### src/rtl/core/gfpm_pkg.sv
// ----------------------------------------------------------------------------
// gfpm_pkg
// Types, constants and the segment table shared by the gated frequency and
// period meter.
// ----------------------------------------------------------------------------
package gfpm_pkg;

    localparam int unsigned CFG_INDEX_W = 2;
    localparam int unsigned CFG_DATA_W  = 32;

    localparam logic [CFG_INDEX_W-1:0] REG_GATE_TICKS     = 2'd0;
    localparam logic [CFG_INDEX_W-1:0] REG_DEBOUNCE_TICKS = 2'd1;
    localparam logic [CFG_INDEX_W-1:0] REG_POINT_MASK     = 2'd2;

    localparam logic [31:0] GATE_RESET     = 32'h0501_BD00;
    localparam logic [23:0] DEBOUNCE_RESET = 24'd65535;
    localparam logic [15:0] POINT_RESET    = 16'h2000;

    localparam int unsigned DISPLAY_MAX = 9999;
    localparam int unsigned VALUE_W     = 14;

    localparam logic [1:0] POINT_NONE      = 2'd0;
    localparam logic [1:0] POINT_THOUSANDS = 2'd1;
    localparam logic [1:0] POINT_HUNDREDS  = 2'd2;
    localparam logic [1:0] POINT_TENS      = 2'd3;

    typedef struct packed {
        logic [31:0]        count;
        logic [VALUE_W-1:0] value;
        logic               mode;
    } job_t;

    function automatic logic [15:0] digit_seg(input logic [3:0] digit);
        logic [15:0] word;
        word = 16'h0000;
        unique case (digit)
            4'd0:    word = 16'h5446;
            4'd1:    word = 16'h0044;
            4'd2:    word = 16'h1452;
            4'd3:    word = 16'h1056;
            4'd4:    word = 16'h4054;
            4'd5:    word = 16'h5016;
            4'd6:    word = 16'h5416;
            4'd7:    word = 16'h1044;
            4'd8:    word = 16'h5456;
            4'd9:    word = 16'h5056;
            default: word = 16'h0000;
        endcase
        return word;
    endfunction

endpackage

### src/rtl/core/gfpm_front.sv
// ----------------------------------------------------------------------------
// gfpm_front
// Tick front end: edge counting over the gate, button debounce and mode
// toggle, and queuing of one display job per gate close or toggle.
// ----------------------------------------------------------------------------
module gfpm_front #(
    parameter int unsigned COUNT_WIDTH = 32
) (
    input  logic           clk,
    input  logic           rst_n,
    input  logic           tick,
    input  logic           signal_edge,
    input  logic           button_level,
    input  logic [31:0]    gate_ticks,
    input  logic [23:0]    debounce_ticks,
    output logic           push,
    output gfpm_pkg::job_t job
);

    logic [COUNT_WIDTH-1:0] edge_tally_reg, edge_tally_next;
    logic [COUNT_WIDTH-1:0] latched_tally_reg, latched_tally_next;
    logic [31:0]            gate_elapsed_reg, gate_elapsed_next;
    logic [23:0]            settle_elapsed_reg, settle_elapsed_next;
    logic                   settle_running_reg, settle_running_next;
    logic                   button_before_reg, button_before_next;
    logic                   mode_flag_reg, mode_flag_next;

    logic [COUNT_WIDTH-1:0] tally_inc;
    logic [32:0]            gate_sum;
    logic [23:0]            settle_sum;
    logic                   closed;
    logic                   toggled;
    logic [COUNT_WIDTH+31:0] latched_ext;

    always_comb
    begin
        tally_inc = signal_edge ? edge_tally_reg + COUNT_WIDTH'(1) : edge_tally_reg;
        gate_sum = {1'b0, gate_elapsed_reg} + 33'd1;
        closed = gate_sum >= {1'b0, gate_ticks};
        settle_sum = settle_elapsed_reg + 24'd1;
        toggled = 1'b0;

        latched_tally_next = closed ? tally_inc : latched_tally_reg;
        edge_tally_next = closed ? '0 : tally_inc;
        gate_elapsed_next = closed ? 32'd0 : gate_sum[31:0];

        settle_elapsed_next = settle_elapsed_reg;
        settle_running_next = settle_running_reg;
        mode_flag_next = mode_flag_reg;
        if (button_before_reg && !button_level)
        begin
            settle_elapsed_next = 24'd0;
            settle_running_next = 1'b1;
        end
        else if (settle_running_reg)
        begin
            settle_elapsed_next = settle_sum;
            if (settle_sum >= debounce_ticks)
            begin
                settle_running_next = 1'b0;
                settle_elapsed_next = 24'd0;
                if (!button_level)
                begin
                    mode_flag_next = !mode_flag_reg;
                    toggled = 1'b1;
                end
            end
        end
        button_before_next = button_level;

        latched_ext = {32'd0, latched_tally_next};
        push = tick && (closed || toggled);
        job.count = latched_ext[31:0];
        job.value = (latched_tally_next > COUNT_WIDTH'(gfpm_pkg::DISPLAY_MAX))
                    ? gfpm_pkg::VALUE_W'(gfpm_pkg::DISPLAY_MAX)
                    : latched_tally_next[gfpm_pkg::VALUE_W-1:0];
        job.mode = mode_flag_next;
    end

    always_ff @(posedge clk or negedge rst_n)
    begin
        if (!rst_n)
        begin
            edge_tally_reg     <= '0;
            latched_tally_reg  <= '0;
            gate_elapsed_reg   <= 32'd0;
            settle_elapsed_reg <= 24'd0;
            settle_running_reg <= 1'b0;
            button_before_reg  <= 1'b1;
            mode_flag_reg      <= 1'b0;
        end
        else if (tick)
        begin
            edge_tally_reg     <= edge_tally_next;
            latched_tally_reg  <= latched_tally_next;
            gate_elapsed_reg   <= gate_elapsed_next;
            settle_elapsed_reg <= settle_elapsed_next;
            settle_running_reg <= settle_running_next;
            button_before_reg  <= button_before_next;
            mode_flag_reg      <= mode_flag_next;
        end
    end

endmodule

### src/rtl/core/gfpm_queue.sv
// ----------------------------------------------------------------------------
// gfpm_queue
// Two-entry job queue between the tick front end and the display back end.
// ----------------------------------------------------------------------------
module gfpm_queue (
    input  logic           clk,
    input  logic           rst_n,
    input  logic           push,
    input  gfpm_pkg::job_t push_job,
    input  logic           pop,
    output gfpm_pkg::job_t head_job,
    output logic           empty,
    output logic           full
);

    gfpm_pkg::job_t entry_reg [2];
    logic           wr_ptr_reg;
    logic           rd_ptr_reg;
    logic [1:0]     fill_reg;
    logic           do_push;
    logic           do_pop;

    assign empty    = fill_reg == 2'd0;
    assign full     = fill_reg == 2'd2;
    assign do_push  = push && !full;
    assign do_pop   = pop && !empty;
    assign head_job = entry_reg[rd_ptr_reg];

    always_ff @(posedge clk or negedge rst_n)
    begin
        if (!rst_n)
        begin
            wr_ptr_reg <= 1'b0;
            rd_ptr_reg <= 1'b0;
            fill_reg   <= 2'd0;
        end
        else
        begin
            if (do_push)
            begin
                wr_ptr_reg <= !wr_ptr_reg;
            end
            if (do_pop)
            begin
                rd_ptr_reg <= !rd_ptr_reg;
            end
            if (do_push && !do_pop)
            begin
                fill_reg <= fill_reg + 2'd1;
            end
            else if (do_pop && !do_push)
            begin
                fill_reg <= fill_reg - 2'd1;
            end
        end
    end

    always_ff @(posedge clk)
    begin
        if (do_push)
        begin
            entry_reg[wr_ptr_reg] <= push_job;
        end
    end

endmodule

### src/rtl/core/gfpm_back.sv
// ----------------------------------------------------------------------------
// gfpm_back
// Display back end: period division, binary to BCD conversion, segment
// encoding and the output register.
// ----------------------------------------------------------------------------
module gfpm_back (
    input  logic           clk,
    input  logic           rst_n,
    input  gfpm_pkg::job_t head_job,
    input  logic           queue_empty,
    output logic           pop,
    input  logic [15:0]    point_mask,
    output logic           out_valid,
    input  logic           out_ready,
    output logic [31:0]    measured_count,
    output logic           period_mode,
    output logic [15:0]    seg_thousands,
    output logic [15:0]    seg_hundreds,
    output logic [15:0]    seg_tens,
    output logic [15:0]    seg_units,
    output logic [1:0]     point_position
);

    localparam int unsigned QUOT_W     = 20;
    localparam int unsigned DIV_STEPS  = 20;
    localparam int unsigned CONV_STEPS = gfpm_pkg::VALUE_W;

    localparam logic [QUOT_W-1:0] DIVIDEND_TENS      = 20'd10000;
    localparam logic [QUOT_W-1:0] DIVIDEND_HUNDREDS  = 20'd100000;
    localparam logic [QUOT_W-1:0] DIVIDEND_THOUSANDS = 20'd1000000;

    typedef enum logic [2:0] {
        ST_IDLE,
        ST_DIVIDE,
        ST_LIMIT,
        ST_CONVERT,
        ST_DELIVER
    } state_t;

    state_t                        state_reg;
    logic [31:0]                   count_reg;
    logic                          mode_reg;
    logic                          keep_reg;
    logic [1:0]                    point_reg;
    logic [gfpm_pkg::VALUE_W-1:0]  divisor_reg;
    logic [gfpm_pkg::VALUE_W-1:0]  rem_reg;
    logic [QUOT_W-1:0]             quot_reg;
    logic [gfpm_pkg::VALUE_W-1:0]  bin_reg;
    logic [15:0]                   bcd_reg;
    logic [4:0]                    step_reg;
    logic                          out_valid_reg;
    logic [31:0]                   out_count_reg;
    logic                          out_mode_reg;
    logic [15:0]                   shown_words_reg [4];
    logic [1:0]                    shown_point_reg;

    logic [gfpm_pkg::VALUE_W:0]    trial;
    logic                          trial_ge;
    logic [gfpm_pkg::VALUE_W:0]    trial_diff;
    logic [15:0]                   bcd_adj;
    logic                          can_load;
    logic [15:0]                   new_word [4];

    always_comb
    begin
        trial = {rem_reg, quot_reg[QUOT_W-1]};
        trial_ge = trial >= {1'b0, divisor_reg};
        trial_diff = trial - {1'b0, divisor_reg};
        for (int i = 0; i < 4; i++)
        begin
            bcd_adj[4*i +: 4] = (bcd_reg[4*i +: 4] >= 4'd5) ? bcd_reg[4*i +: 4] + 4'd3
                                                           : bcd_reg[4*i +: 4];
        end
        for (int i = 0; i < 4; i++)
        begin
            new_word[i] = gfpm_pkg::digit_seg(bcd_reg[4*(3-i) +: 4]);
            if (i < 3 && point_reg == 2'(i + 1))
            begin
                new_word[i] = new_word[i] | point_mask;
            end
        end
        can_load = !out_valid_reg || out_ready;
        pop = (state_reg == ST_IDLE) && !queue_empty;
    end

    always_ff @(posedge clk or negedge rst_n)
    begin
        if (!rst_n)
        begin
            state_reg       <= ST_IDLE;
            count_reg       <= 32'd0;
            mode_reg        <= 1'b0;
            keep_reg        <= 1'b0;
            point_reg       <= gfpm_pkg::POINT_NONE;
            divisor_reg     <= '0;
            rem_reg         <= '0;
            quot_reg        <= '0;
            bin_reg         <= '0;
            bcd_reg         <= 16'd0;
            step_reg        <= 5'd0;
            out_valid_reg   <= 1'b0;
            out_count_reg   <= 32'd0;
            out_mode_reg    <= 1'b0;
            shown_words_reg <= '{default: 16'd0};
            shown_point_reg <= gfpm_pkg::POINT_NONE;
        end
        else
        begin
            if (out_valid_reg && out_ready && state_reg != ST_DELIVER)
            begin
                out_valid_reg <= 1'b0;
            end
            unique case (state_reg)
                ST_IDLE:
                begin
                    if (!queue_empty)
                    begin
                        count_reg <= head_job.count;
                        mode_reg  <= head_job.mode;
                        keep_reg  <= head_job.mode && (head_job.value == '0);
                        bcd_reg   <= 16'd0;
                        if (!head_job.mode)
                        begin
                            bin_reg   <= head_job.value;
                            point_reg <= gfpm_pkg::POINT_NONE;
                            step_reg  <= 5'(CONV_STEPS - 1);
                            state_reg <= ST_CONVERT;
                        end
                        else if (head_job.value == '0)
                        begin
                            state_reg <= ST_DELIVER;
                        end
                        else if (head_job.value == gfpm_pkg::VALUE_W'(1))
                        begin
                            bin_reg   <= gfpm_pkg::VALUE_W'(1000);
                            point_reg <= gfpm_pkg::POINT_NONE;
                            step_reg  <= 5'(CONV_STEPS - 1);
                            state_reg <= ST_CONVERT;
                        end
                        else
                        begin
                            divisor_reg <= head_job.value;
                            rem_reg     <= '0;
                            step_reg    <= 5'(DIV_STEPS - 1);
                            state_reg   <= ST_DIVIDE;
                            if (head_job.value <= gfpm_pkg::VALUE_W'(10))
                            begin
                                quot_reg  <= DIVIDEND_TENS;
                                point_reg <= gfpm_pkg::POINT_TENS;
                            end
                            else if (head_job.value <= gfpm_pkg::VALUE_W'(100))
                            begin
                                quot_reg  <= DIVIDEND_HUNDREDS;
                                point_reg <= gfpm_pkg::POINT_HUNDREDS;
                            end
                            else
                            begin
                                quot_reg  <= DIVIDEND_THOUSANDS;
                                point_reg <= gfpm_pkg::POINT_THOUSANDS;
                            end
                        end
                    end
                end
                ST_DIVIDE:
                begin
                    rem_reg  <= trial_ge ? trial_diff[gfpm_pkg::VALUE_W-1:0]
                                         : trial[gfpm_pkg::VALUE_W-1:0];
                    quot_reg <= {quot_reg[QUOT_W-2:0], trial_ge};
                    step_reg <= step_reg - 5'd1;
                    if (step_reg == 5'd0)
                    begin
                        state_reg <= ST_LIMIT;
                    end
                end
                ST_LIMIT:
                begin
                    bin_reg <= (quot_reg > QUOT_W'(gfpm_pkg::DISPLAY_MAX))
                               ? gfpm_pkg::VALUE_W'(gfpm_pkg::DISPLAY_MAX)
                               : quot_reg[gfpm_pkg::VALUE_W-1:0];
                    bcd_reg   <= 16'd0;
                    step_reg  <= 5'(CONV_STEPS - 1);
                    state_reg <= ST_CONVERT;
                end
                ST_CONVERT:
                begin
                    bcd_reg  <= {bcd_adj[14:0], bin_reg[gfpm_pkg::VALUE_W-1]};
                    bin_reg  <= {bin_reg[gfpm_pkg::VALUE_W-2:0], 1'b0};
                    step_reg <= step_reg - 5'd1;
                    if (step_reg == 5'd0)
                    begin
                        state_reg <= ST_DELIVER;
                    end
                end
                ST_DELIVER:
                begin
                    if (can_load)
                    begin
                        out_valid_reg <= 1'b1;
                        out_count_reg <= count_reg;
                        out_mode_reg  <= mode_reg;
                        if (!keep_reg)
                        begin
                            shown_words_reg <= new_word;
                            shown_point_reg <= point_reg;
                        end
                        state_reg <= ST_IDLE;
                    end
                end
                default:
                begin
                    state_reg <= ST_IDLE;
                end
            endcase
        end
    end

    assign out_valid      = out_valid_reg;
    assign measured_count = out_count_reg;
    assign period_mode    = out_mode_reg;
    assign seg_thousands  = shown_words_reg[0];
    assign seg_hundreds   = shown_words_reg[1];
    assign seg_tens       = shown_words_reg[2];
    assign seg_units      = shown_words_reg[3];
    assign point_position = shown_point_reg;

    a_divisor_above_one: assert property (@(posedge clk) disable iff (!rst_n)
        (state_reg == ST_DIVIDE) |-> (divisor_reg > gfpm_pkg::VALUE_W'(1)))
        else $error("divider running with a divisor below two");

    a_keep_only_in_period: assert property (@(posedge clk) disable iff (!rst_n)
        (state_reg == ST_DELIVER && keep_reg) |-> mode_reg)
        else $error("digits held over in frequency mode");

    a_delivery_raises_valid: assert property (@(posedge clk) disable iff (!rst_n)
        (state_reg == ST_DELIVER && can_load) |=> (out_valid_reg && state_reg == ST_IDLE))
        else $error("delivered result did not reach the output register");

endmodule

### src/rtl/core/gated_frequency_period_meter.sv
// ----------------------------------------------------------------------------
// gated_frequency_period_meter
// Counts signal edges over a programmable gate, toggles between frequency
// and period display on a debounced button press and emits four
// seven-segment words per gate close or mode toggle.
// ----------------------------------------------------------------------------
//  Channel   Direction  Beat contents
//  s_axis    in         one tick: signal edge flag, button level
//  m_axis    out        one display result per gate close or mode toggle
//  cfg       in         register write: gate length, debounce length, point mask
//
// A tick is taken every cycle while the two-entry job queue has room.
// In the display unit, frequency mode and a period count of one take only the
// 14-step BCD conversion; a period count above one takes the 20-step divider,
// the clamp to 9999 and the BCD conversion; a zero period count goes to delivery.
// The output register lets the next job run while a result waits.
// Reset is asynchronous and active low; all counters and the display clear.
// ----------------------------------------------------------------------------
module gated_frequency_period_meter #(
    parameter int unsigned COUNT_WIDTH = 32
) (
    input  logic                               clk,
    input  logic                               rst_n,
    input  logic                               s_axis_tvalid,
    output logic                               s_axis_tready,
    // [0] signal_edge, [1] button_level, [7:2] zero
    input  logic [7:0]                         s_axis_tdata,
    output logic                               m_axis_tvalid,
    input  logic                               m_axis_tready,
    // [31:0] measured_count, [32] period_mode, [48:33] seg_thousands,
    // [64:49] seg_hundreds, [80:65] seg_tens, [96:81] seg_units,
    // [98:97] point_position, [103:99] zero
    output logic [103:0]                       m_axis_tdata,
    input  logic                               cfg_we,
    input  logic [gfpm_pkg::CFG_INDEX_W-1:0]   cfg_index,
    input  logic [gfpm_pkg::CFG_DATA_W-1:0]    cfg_wdata
);

    logic [31:0]    gate_ticks_reg;
    logic [23:0]    debounce_ticks_reg;
    logic [15:0]    point_mask_reg;

    logic           tick;
    logic           push;
    gfpm_pkg::job_t push_job;
    gfpm_pkg::job_t head_job;
    logic           queue_empty;
    logic           queue_full;
    logic           pop;

    logic [31:0]    measured_count;
    logic           period_mode;
    logic [15:0]    seg_thousands;
    logic [15:0]    seg_hundreds;
    logic [15:0]    seg_tens;
    logic [15:0]    seg_units;
    logic [1:0]     point_position;

    always_ff @(posedge clk or negedge rst_n)
    begin
        if (!rst_n)
        begin
            gate_ticks_reg     <= gfpm_pkg::GATE_RESET;
            debounce_ticks_reg <= gfpm_pkg::DEBOUNCE_RESET;
            point_mask_reg     <= gfpm_pkg::POINT_RESET;
        end
        else if (cfg_we)
        begin
            unique case (cfg_index)
                gfpm_pkg::REG_GATE_TICKS:     gate_ticks_reg     <= cfg_wdata;
                gfpm_pkg::REG_DEBOUNCE_TICKS: debounce_ticks_reg <= cfg_wdata[23:0];
                gfpm_pkg::REG_POINT_MASK:     point_mask_reg     <= cfg_wdata[15:0];
                default:                      ;
            endcase
        end
    end

    assign s_axis_tready = !queue_full;
    assign tick          = s_axis_tvalid && !queue_full;

    gfpm_front #(
        .COUNT_WIDTH (COUNT_WIDTH)
    ) u_front (
        .clk            (clk),
        .rst_n          (rst_n),
        .tick           (tick),
        .signal_edge    (s_axis_tdata[0]),
        .button_level   (s_axis_tdata[1]),
        .gate_ticks     (gate_ticks_reg),
        .debounce_ticks (debounce_ticks_reg),
        .push           (push),
        .job            (push_job)
    );

    gfpm_queue u_queue (
        .clk      (clk),
        .rst_n    (rst_n),
        .push     (push),
        .push_job (push_job),
        .pop      (pop),
        .head_job (head_job),
        .empty    (queue_empty),
        .full     (queue_full)
    );

    gfpm_back u_back (
        .clk            (clk),
        .rst_n          (rst_n),
        .head_job       (head_job),
        .queue_empty    (queue_empty),
        .pop            (pop),
        .point_mask     (point_mask_reg),
        .out_valid      (m_axis_tvalid),
        .out_ready      (m_axis_tready),
        .measured_count (measured_count),
        .period_mode    (period_mode),
        .seg_thousands  (seg_thousands),
        .seg_hundreds   (seg_hundreds),
        .seg_tens       (seg_tens),
        .seg_units      (seg_units),
        .point_position (point_position)
    );

    assign m_axis_tdata = {5'd0, point_position, seg_units, seg_tens, seg_hundreds,
                           seg_thousands, period_mode, measured_count};

endmodule
### config.mk
export PLATFORM = sky130hd
export DESIGN_NAME = gated_frequency_period_meter
export DESIGN_NICKNAME = d
export VERILOG_FILES = /design/src/rtl/core/gfpm_pkg.sv /design/src/rtl/core/gfpm_front.sv /design/src/rtl/core/gfpm_queue.sv /design/src/rtl/core/gfpm_back.sv /design/src/rtl/core/gated_frequency_period_meter.sv
export SDC_FILE = /design/constraint.sdc
export NUM_CORES = 1
export LEC_CHECK = 0
export BUFFER_PORTS_ARGS = -buffer_cell sky130_fd_sc_hd__buf_2
export CORE_MARGIN = 2
export CORE_UTILIZATION = 30
export DETAILED_ROUTE_END_ITERATION = 8
export PLACE_DENSITY = 0.55
export REMOVE_ABC_BUFFERS = 1
export SYNTH_ARGS = -nofsm -noshare
export SYNTH_HDL_FRONTEND = slang
export SYNTH_SLANG_ARGS = --single-unit
### constraint.sdc
create_clock -name clk -period 12.3 [get_ports clk]
set_input_delay 0.615 -clock clk [delete_from_list [all_inputs] [get_ports clk]]
set_output_delay 0.615 -clock clk [all_outputs]
set_load 0.1 [all_outputs]
### Yosys cells after proc, flatten, opt, wreduce, memory -nomap -nowiden

Memories as Yosys holds them, arrays and structs flattened. A register that Yosys moved wholly into a read port is not among the register bits.
Cells that the tools add are included.

* output and inout port bits: 106
* bits in writable memories: 94
* word-level logic and storage cells: 208
* register bits: 421
* memories: 5
* input port bits: 47
* memory bits (read-only): 448

Memories
* (no name shown): depth 16, width 7, read ports 1, clocked after Yosys merged registers in 0, write ports 0, line gfpm_pkg.sv:36 `unique case (digit)`
* (no name shown): depth 16, width 7, read ports 1, clocked after Yosys merged registers in 0, write ports 0, line gfpm_pkg.sv:36
* (no name shown): depth 16, width 7, read ports 1, clocked after Yosys merged registers in 0, write ports 0, line gfpm_pkg.sv:36
* (no name shown): depth 16, width 7, read ports 1, clocked after Yosys merged registers in 1, write ports 0, line gfpm_pkg.sv:36
* u_queue.entry_reg: depth 2, width 47, read ports 1, clocked after Yosys merged registers in 0, write ports 1, line gfpm_queue.sv:16 `gfpm_pkg::job_t entry_reg [2];`

* reductions and logical operators: 48
* muxes and demuxes: 72
* bitwise operators: 7
* add/sub/neg operators: 11
* $lt $le $gt $ge: 11
* equality and inequality tests: 22

Operator list (count)
* $mux W14: 11
* $mux W32: 4
* $mux W20: 6
* $mux W24: 3
* $mux W16: 4
* $or A16 B16 Y16: 3
* $pmux W16 S3: 1
* $pmux W14 S3: 1
* $pmux W20 S2: 1
* $add A32 B1 Y33 const B: 1
* $ge A33 B32 Y1: 1
* $add A32 B1 Y32 const B: 1
* $gt A32 B14 Y1 const B: 1
* $pmux W14 S2: 1
* $add A24 B1 Y24 const B: 1
* $ge A24 B24 Y1: 1
* $mux W3: 7
* $gt A20 B14 Y1 const B: 1
* $mux W5: 4
* $ge A4 B3 Y1 const B: 4
* $mux W1: 16
* $mux W2: 8
* $ge A15 B14 Y1: 1
* $pmux W3 S5: 1
* other kinds (34): 88

### Longest topological paths before layout

* depth in word-level cells: 12
* mapped depth: 20
* gate-level depth less buffers: 19

### Hierarchy

From an unflattened synthesis, not the netlist that was laid out.

* cells, all modules: 2440
* area, all modules: 26341.5 um^2

Modules (own cells, without submodules)
* gfpm_back: area each 10664.0 um^2, seq. area each 5330.1 um^2, times used 1, cells each 1066
* gfpm_front: area each 9195.1 um^2, seq. area each 3079.2 um^2, times used 1, cells each 1047
* gfpm_queue: area each 3667.3 um^2, seq. area each 2922.8 um^2, times used 1, cells each 165
* gated_frequency_period_meter: area each 2815.2 um^2, seq. area each 1834.3 um^2, times used 1, cells each 162

### Least setup slack after synthesis

OpenSTA, ideal clock, no wires.

* path type: register to register
* start point: reg u_front.settle_elapsed_reg[2]
* end point: mem u_queue.entry_reg[0][0] (netlist name) (enable)
* clock period less this slack: 7219 ps
* setup slack: 5081 ps
* data required time: 11790 ps
* buffers on the path: 0
* arrival: 6709 ps
* cell stages (with the launch flop): 15
* library setup time: 510 ps
* cells stage by stage: dfrtp_1 nand3_1 nor4_1 nand4_1 nor2_1 nand3_1 xnor2_1 ha_1 and4_1 and2_1 and3_1 a222oi_1 a2111o_1 and2_1 nor3_1

* longest elaborated chain between the ends: 10

RTL lines
* start, declared: line gfpm_front.sv:23 `logic [23:0] settle_elapsed_reg, settle_elapsed_next;`
* start signal, assigned: line gfpm_front.sv:97 `settle_elapsed_reg <= settle_elapsed_next;`
* $add A24 B1 Y24: line gfpm_front.sv:40 `settle_sum = settle_elapsed_reg + 24'd1;`
* $ge A24 B24 Y1: line gfpm_front.sv:58 `if (settle_sum >= debounce_ticks)`
* $mux W1: line gfpm_front.sv:58
* $mux W1: line gfpm_front.sv:55 `else if (settle_running_reg)`
* $mux W1: line gfpm_front.sv:50 `if (button_before_reg && !button_level)`
* $logic_or A1 B1 Y1: line gfpm_front.sv:72 `push = tick && (closed || toggled);`
* $logic_and A1 B1 Y1: line gfpm_front.sv:72
* $logic_and A1 B1 Y1: line gfpm_queue.sv:25 `assign do_push = push && !full;`
* $mux W1: line gfpm_queue.sv:60 `if (do_push)`
* $mux W1 (not written as such): line gfpm_queue.sv:62 `entry_reg[wr_ptr_reg] <= push_job;`
* end, declared: line gfpm_queue.sv:16

Every way passes these cells.

### Final worst setup path

* start point: reg u_front.settle_elapsed_reg[2]
* end point: mem u_queue.entry_reg[1][22] (netlist name) (enable)

* longest elaborated chain between the ends: 10

RTL lines
* $add A24 B1 Y24: line gfpm_front.sv:40
* $ge A24 B24 Y1: line gfpm_front.sv:58
* $mux W1: line gfpm_front.sv:58
* $mux W1: line gfpm_front.sv:55
* $mux W1: line gfpm_front.sv:50
* $logic_or A1 B1 Y1: line gfpm_front.sv:72
* $logic_and A1 B1 Y1: line gfpm_front.sv:72
* $logic_and A1 B1 Y1: line gfpm_queue.sv:25
* net u_queue.do_push: line gfpm_queue.sv:20 `logic do_push;`
* $mux W1: line gfpm_queue.sv:60
* $mux W1 (not written as such): line gfpm_queue.sv:62

The timed path passes the listed nets, and every way through them passes these cells.

==> metrics <==
status=complete, no violations; Core ar.=around 0.085 mm^2; Worst Path Required=between 10 and 15 ns; Post-synth EDFFs=94; max reg flops=94; total die area=0.0877 mm^2; Max rail drop VDD=0.116 mV; wirelength, routed=61500 um; Num CTS Buffers=between 50 and 60; Synth Area in Simple Gates=14.8%; Worst Setup End Kind=flip-flop; Via density=4.87; Total GRT Usage=around 14%; first-pass GRT wire length=between 100000 and 150000 um; post-synthesis compound-gate area fraction=approximately 14%; pre-CTS setup slack=6.25 ns; worst skew pair latency=0.64 ns; reg2reg path depth=17; first drt pass iteration count=5; crit path from=u_front.settle_elapsed_reg[2]; Least-Margin Pin Slew=approximately 1.2 ns; Tcrit/Tclk final=49.6%; slack of the critical path=6.20 ns; IO Port Bufs=~130; final std cells w/o fill=between 3k and 4k; drc violations=0; Syn Inst Count=2536; site row count=107; Ys Warns=0; Final Critical Period=6.10 ns; area growth from synthesis to layout=14.1%; remaining antenna violation count=0; Layout Nets=2767; hold violation count in the final report=0; initial antenna violation count=2; Vert. Die Dim=296 um; placed instance count=3703; post-synthesis register bit count=506; CP delay by family, top=simple AND/OR/NAND/NOR gates; P_int=3.77 mW; max frequency=164 MHz; Synth async-reset ratio=81.4%; CTS Root Cell=clkbuf_16; most frequent cells in the layout=dfrtp_1 (384), nand2_1 (347), o21ai_0 (258); Worst Path Arrival=6.33 ns; worst setup path class=flip-flop to flip-flop; CTS tree=yes; crit path launch type=flip-flop; # IOs=153; power share of the combinational group=38.6%; Mean Syn Cell Area=10.1 um^2; ys flop type=dfrtp_1; Starting Density=30.2%; vias in the first global route=17.7k; Power Density=226 mW/mm^2; commonest non-fill, non-tap cell in the layout=dfrtp_1; drt initial violations=1346; depth of the CTS H-tree=2; post-cts repair resize count=0; Clock Skew=approximately 0.046 ns; share of layout cells above drive strength 1=between 10% and 20%; FF-to-FF Start=u_front.settle_elapsed_reg[2]; CP peak stage delay=0.92 ns; largest family of logic cells by synthesized area=simple AND/OR/NAND/NOR gates; max_cap viols=0; Ant. Diodes=0; normalized max-slew margin=roughly 17%; Crit path buffers/inverters=2; reg-to-reg endpoint=u_queue.entry_reg[1][22]; Static Leak=between 10 and 15 nW; setup tns final=0 ns; Synth cell types=78; drt wl/cell=about 16 um; post-synthesis mux area share=6.65%; CTS sink count=506; Sw Ratio=between 40% and 50%; Final Total Pwr=6.58 mW; gp weighted congestion=around 0.82; Seq pwr share=35.5%; CTS Buffer Depth=3; Die Width=around 300 um; worst-path cell chain=nand3_1 > nor4_1 > nand4_1 > nor2_1 > nand3_1 > xnor2_1 > ha_1 > and4_1 > and2_1 > and3_1 > a222oi_1 > buf_4 > a2111o_1 > and2_1 > nor2_1 > and2_2 > buf_4; sequential share of the synthesized area=about half; GRT overflow=0; Sw Pwr=~2.8 mW; detailed-route via count=18.6k; Slowest cell on crit path=nor4_1; clock share of power=roughly a quarter; worst min path class=input pin to flip-flop; Synth Area in XOR/XNOR=3.73%; pins over their slew limit=0; Post-Syn Area=0.0256 mm^2; hold slack final=0.217 ns; Final setup viols=0; Post-DP HPWL=41200 um; reg-to-reg setup timing slack=6.20 ns; critical path depth in cells=17; Synth Area in Adders=5.01%; clock slew at reported path FFs=0.06 ns; RSZ-0062 raised after global routing=no; CP endpoint=u_queue.entry_reg[1][22]; pin count of the biggest net entering global routing=84; CP Max Fanout=47
worst reg2reg max path: cells and delay by family, from the launching register on:
| family | cells | cell delay [ns] |
|---|---|---|
| buffers and inverters | 2 | 0.74 |
| AO/OA/AOI/OAI | 2 | 0.63 |
| adder cells (fa/ha/maj) | 1 | 0.29 |
| flip-flops | 1 | 0.44 |
| XOR/XNOR | 1 | 0.17 |
| AND/OR/NAND/NOR | 11 | 3.39 |
Yosys cell counts (17+ instances only):
| cell type | number | area, um^2 |
|---|---|---|
| dfrtp_1 | 385 | 9630 |
| nand2_1 | 348 | 1310 |
| o21ai_0 | 258 | 1290 |
| nor2_1 | 164 | 616 |
| inv_1 | 114 | 428 |
| clkbuf_1 | 109 | 409 |
| mux2_2 | 105 | 1180 |
| ha_1 | 101 | 1260 |
| nand3_1 | 99 | 495 |
| a21oi_1 | 96 | 480 |
| edfxtp_1 | 94 | 2820 |
| xnor2_1 | 65 | 569 |
| mux2i_1 | 52 | 521 |
| xor2_1 | 44 | 385 |
| o31ai_1 | 37 | 278 |
| nand4_1 | 33 | 206 |
| nor3_1 | 30 | 150 |
| dfstp_2 | 27 | 709 |
| a21oi_2 | 24 | 210 |
| and3_1 | 23 | 144 |
| a221oi_1 | 21 | 184 |
| buf_4 | 20 | 150 |
| a21o_1 | 19 | 143 |
| and2_1 | 18 | 113 |
| and4_1 | 17 | 149 |
layout make-up:
class                           count  area (um^2)
Clock buffer                       79         1560
Clock inverter                     27          329
Fill cell                        8666        55700
Inverter                          116          435
Multi-Input combinational cell   1776        11400
Sequential cell                   506        13200
Tap cell                         1144         1430
Timing Repair Buffer              162          898
metrics by stage:
| step | area [um^2] | util (%) |
|---|---|---|
| global route | 29200 | 34.4 |
| floorplan | 24900 | - |
| detailed placement | 27300 | 32.2 |
| global placement | 27300 | 32.2 |
| finish | 29200 | 34.4 |
| CTS | 29200 | 34.4 |
cell families after synthesis:
group / Yosys count
buf+inv: 267
compound gates: 576
mux: 157
flops: 506
fa+ha+maj: 102
simple gates: 818
xor+xnor: 109
other cells: 1
how the worst min path moves through the flow:
stage | slack (ns) | to | cells after the start | startpoint
after floorplan | 0.32 | debounce_ticks_reg[16] | 0 | rst_n
after global placement | 0.45 | u_back.seg_hundreds[8] | 2 | u_back.seg_hundreds[8]
after detailed placement | 0.45 | u_back.seg_tens[0] | 2 | u_back.seg_tens[0]
after CTS | 0.18 | gate_ticks_reg[27] | 3 | cfg_wdata[27]
after global routing | 0.19 | u_front.button_before_reg | 3 | s_axis_tdata[1]
final | 0.22 | u_front.button_before_reg | 3 | s_axis_tdata[1]
per-layer routing:
metal,vias to the layer above,track usage [%],wire [um]
li1,9118,-,-
met1,9083,20.1,29500
met2,278,22.5,28600
met3,72,2.18,2380
met4,2,3.14,1060
met5,-,0,13
power by group through the flow:
stage,clock [mW],sequential (mW),combinational (mW)
after floorplan,0,3.04,1.25
after global placement,0,2.36,2.54
after detailed placement,0,2.37,2.56
after CTS,1.77,2.34,2.57
after global routing,1.84,2.40,2.80
final,1.70,2.34,2.54
repair_timing:
item | CTS | global route
hold buffers | 1 | 0
buffers inserted | 0 | 0
endpoints found under the hold margin | 14 | 0
(Power assumes the default switching activity.)
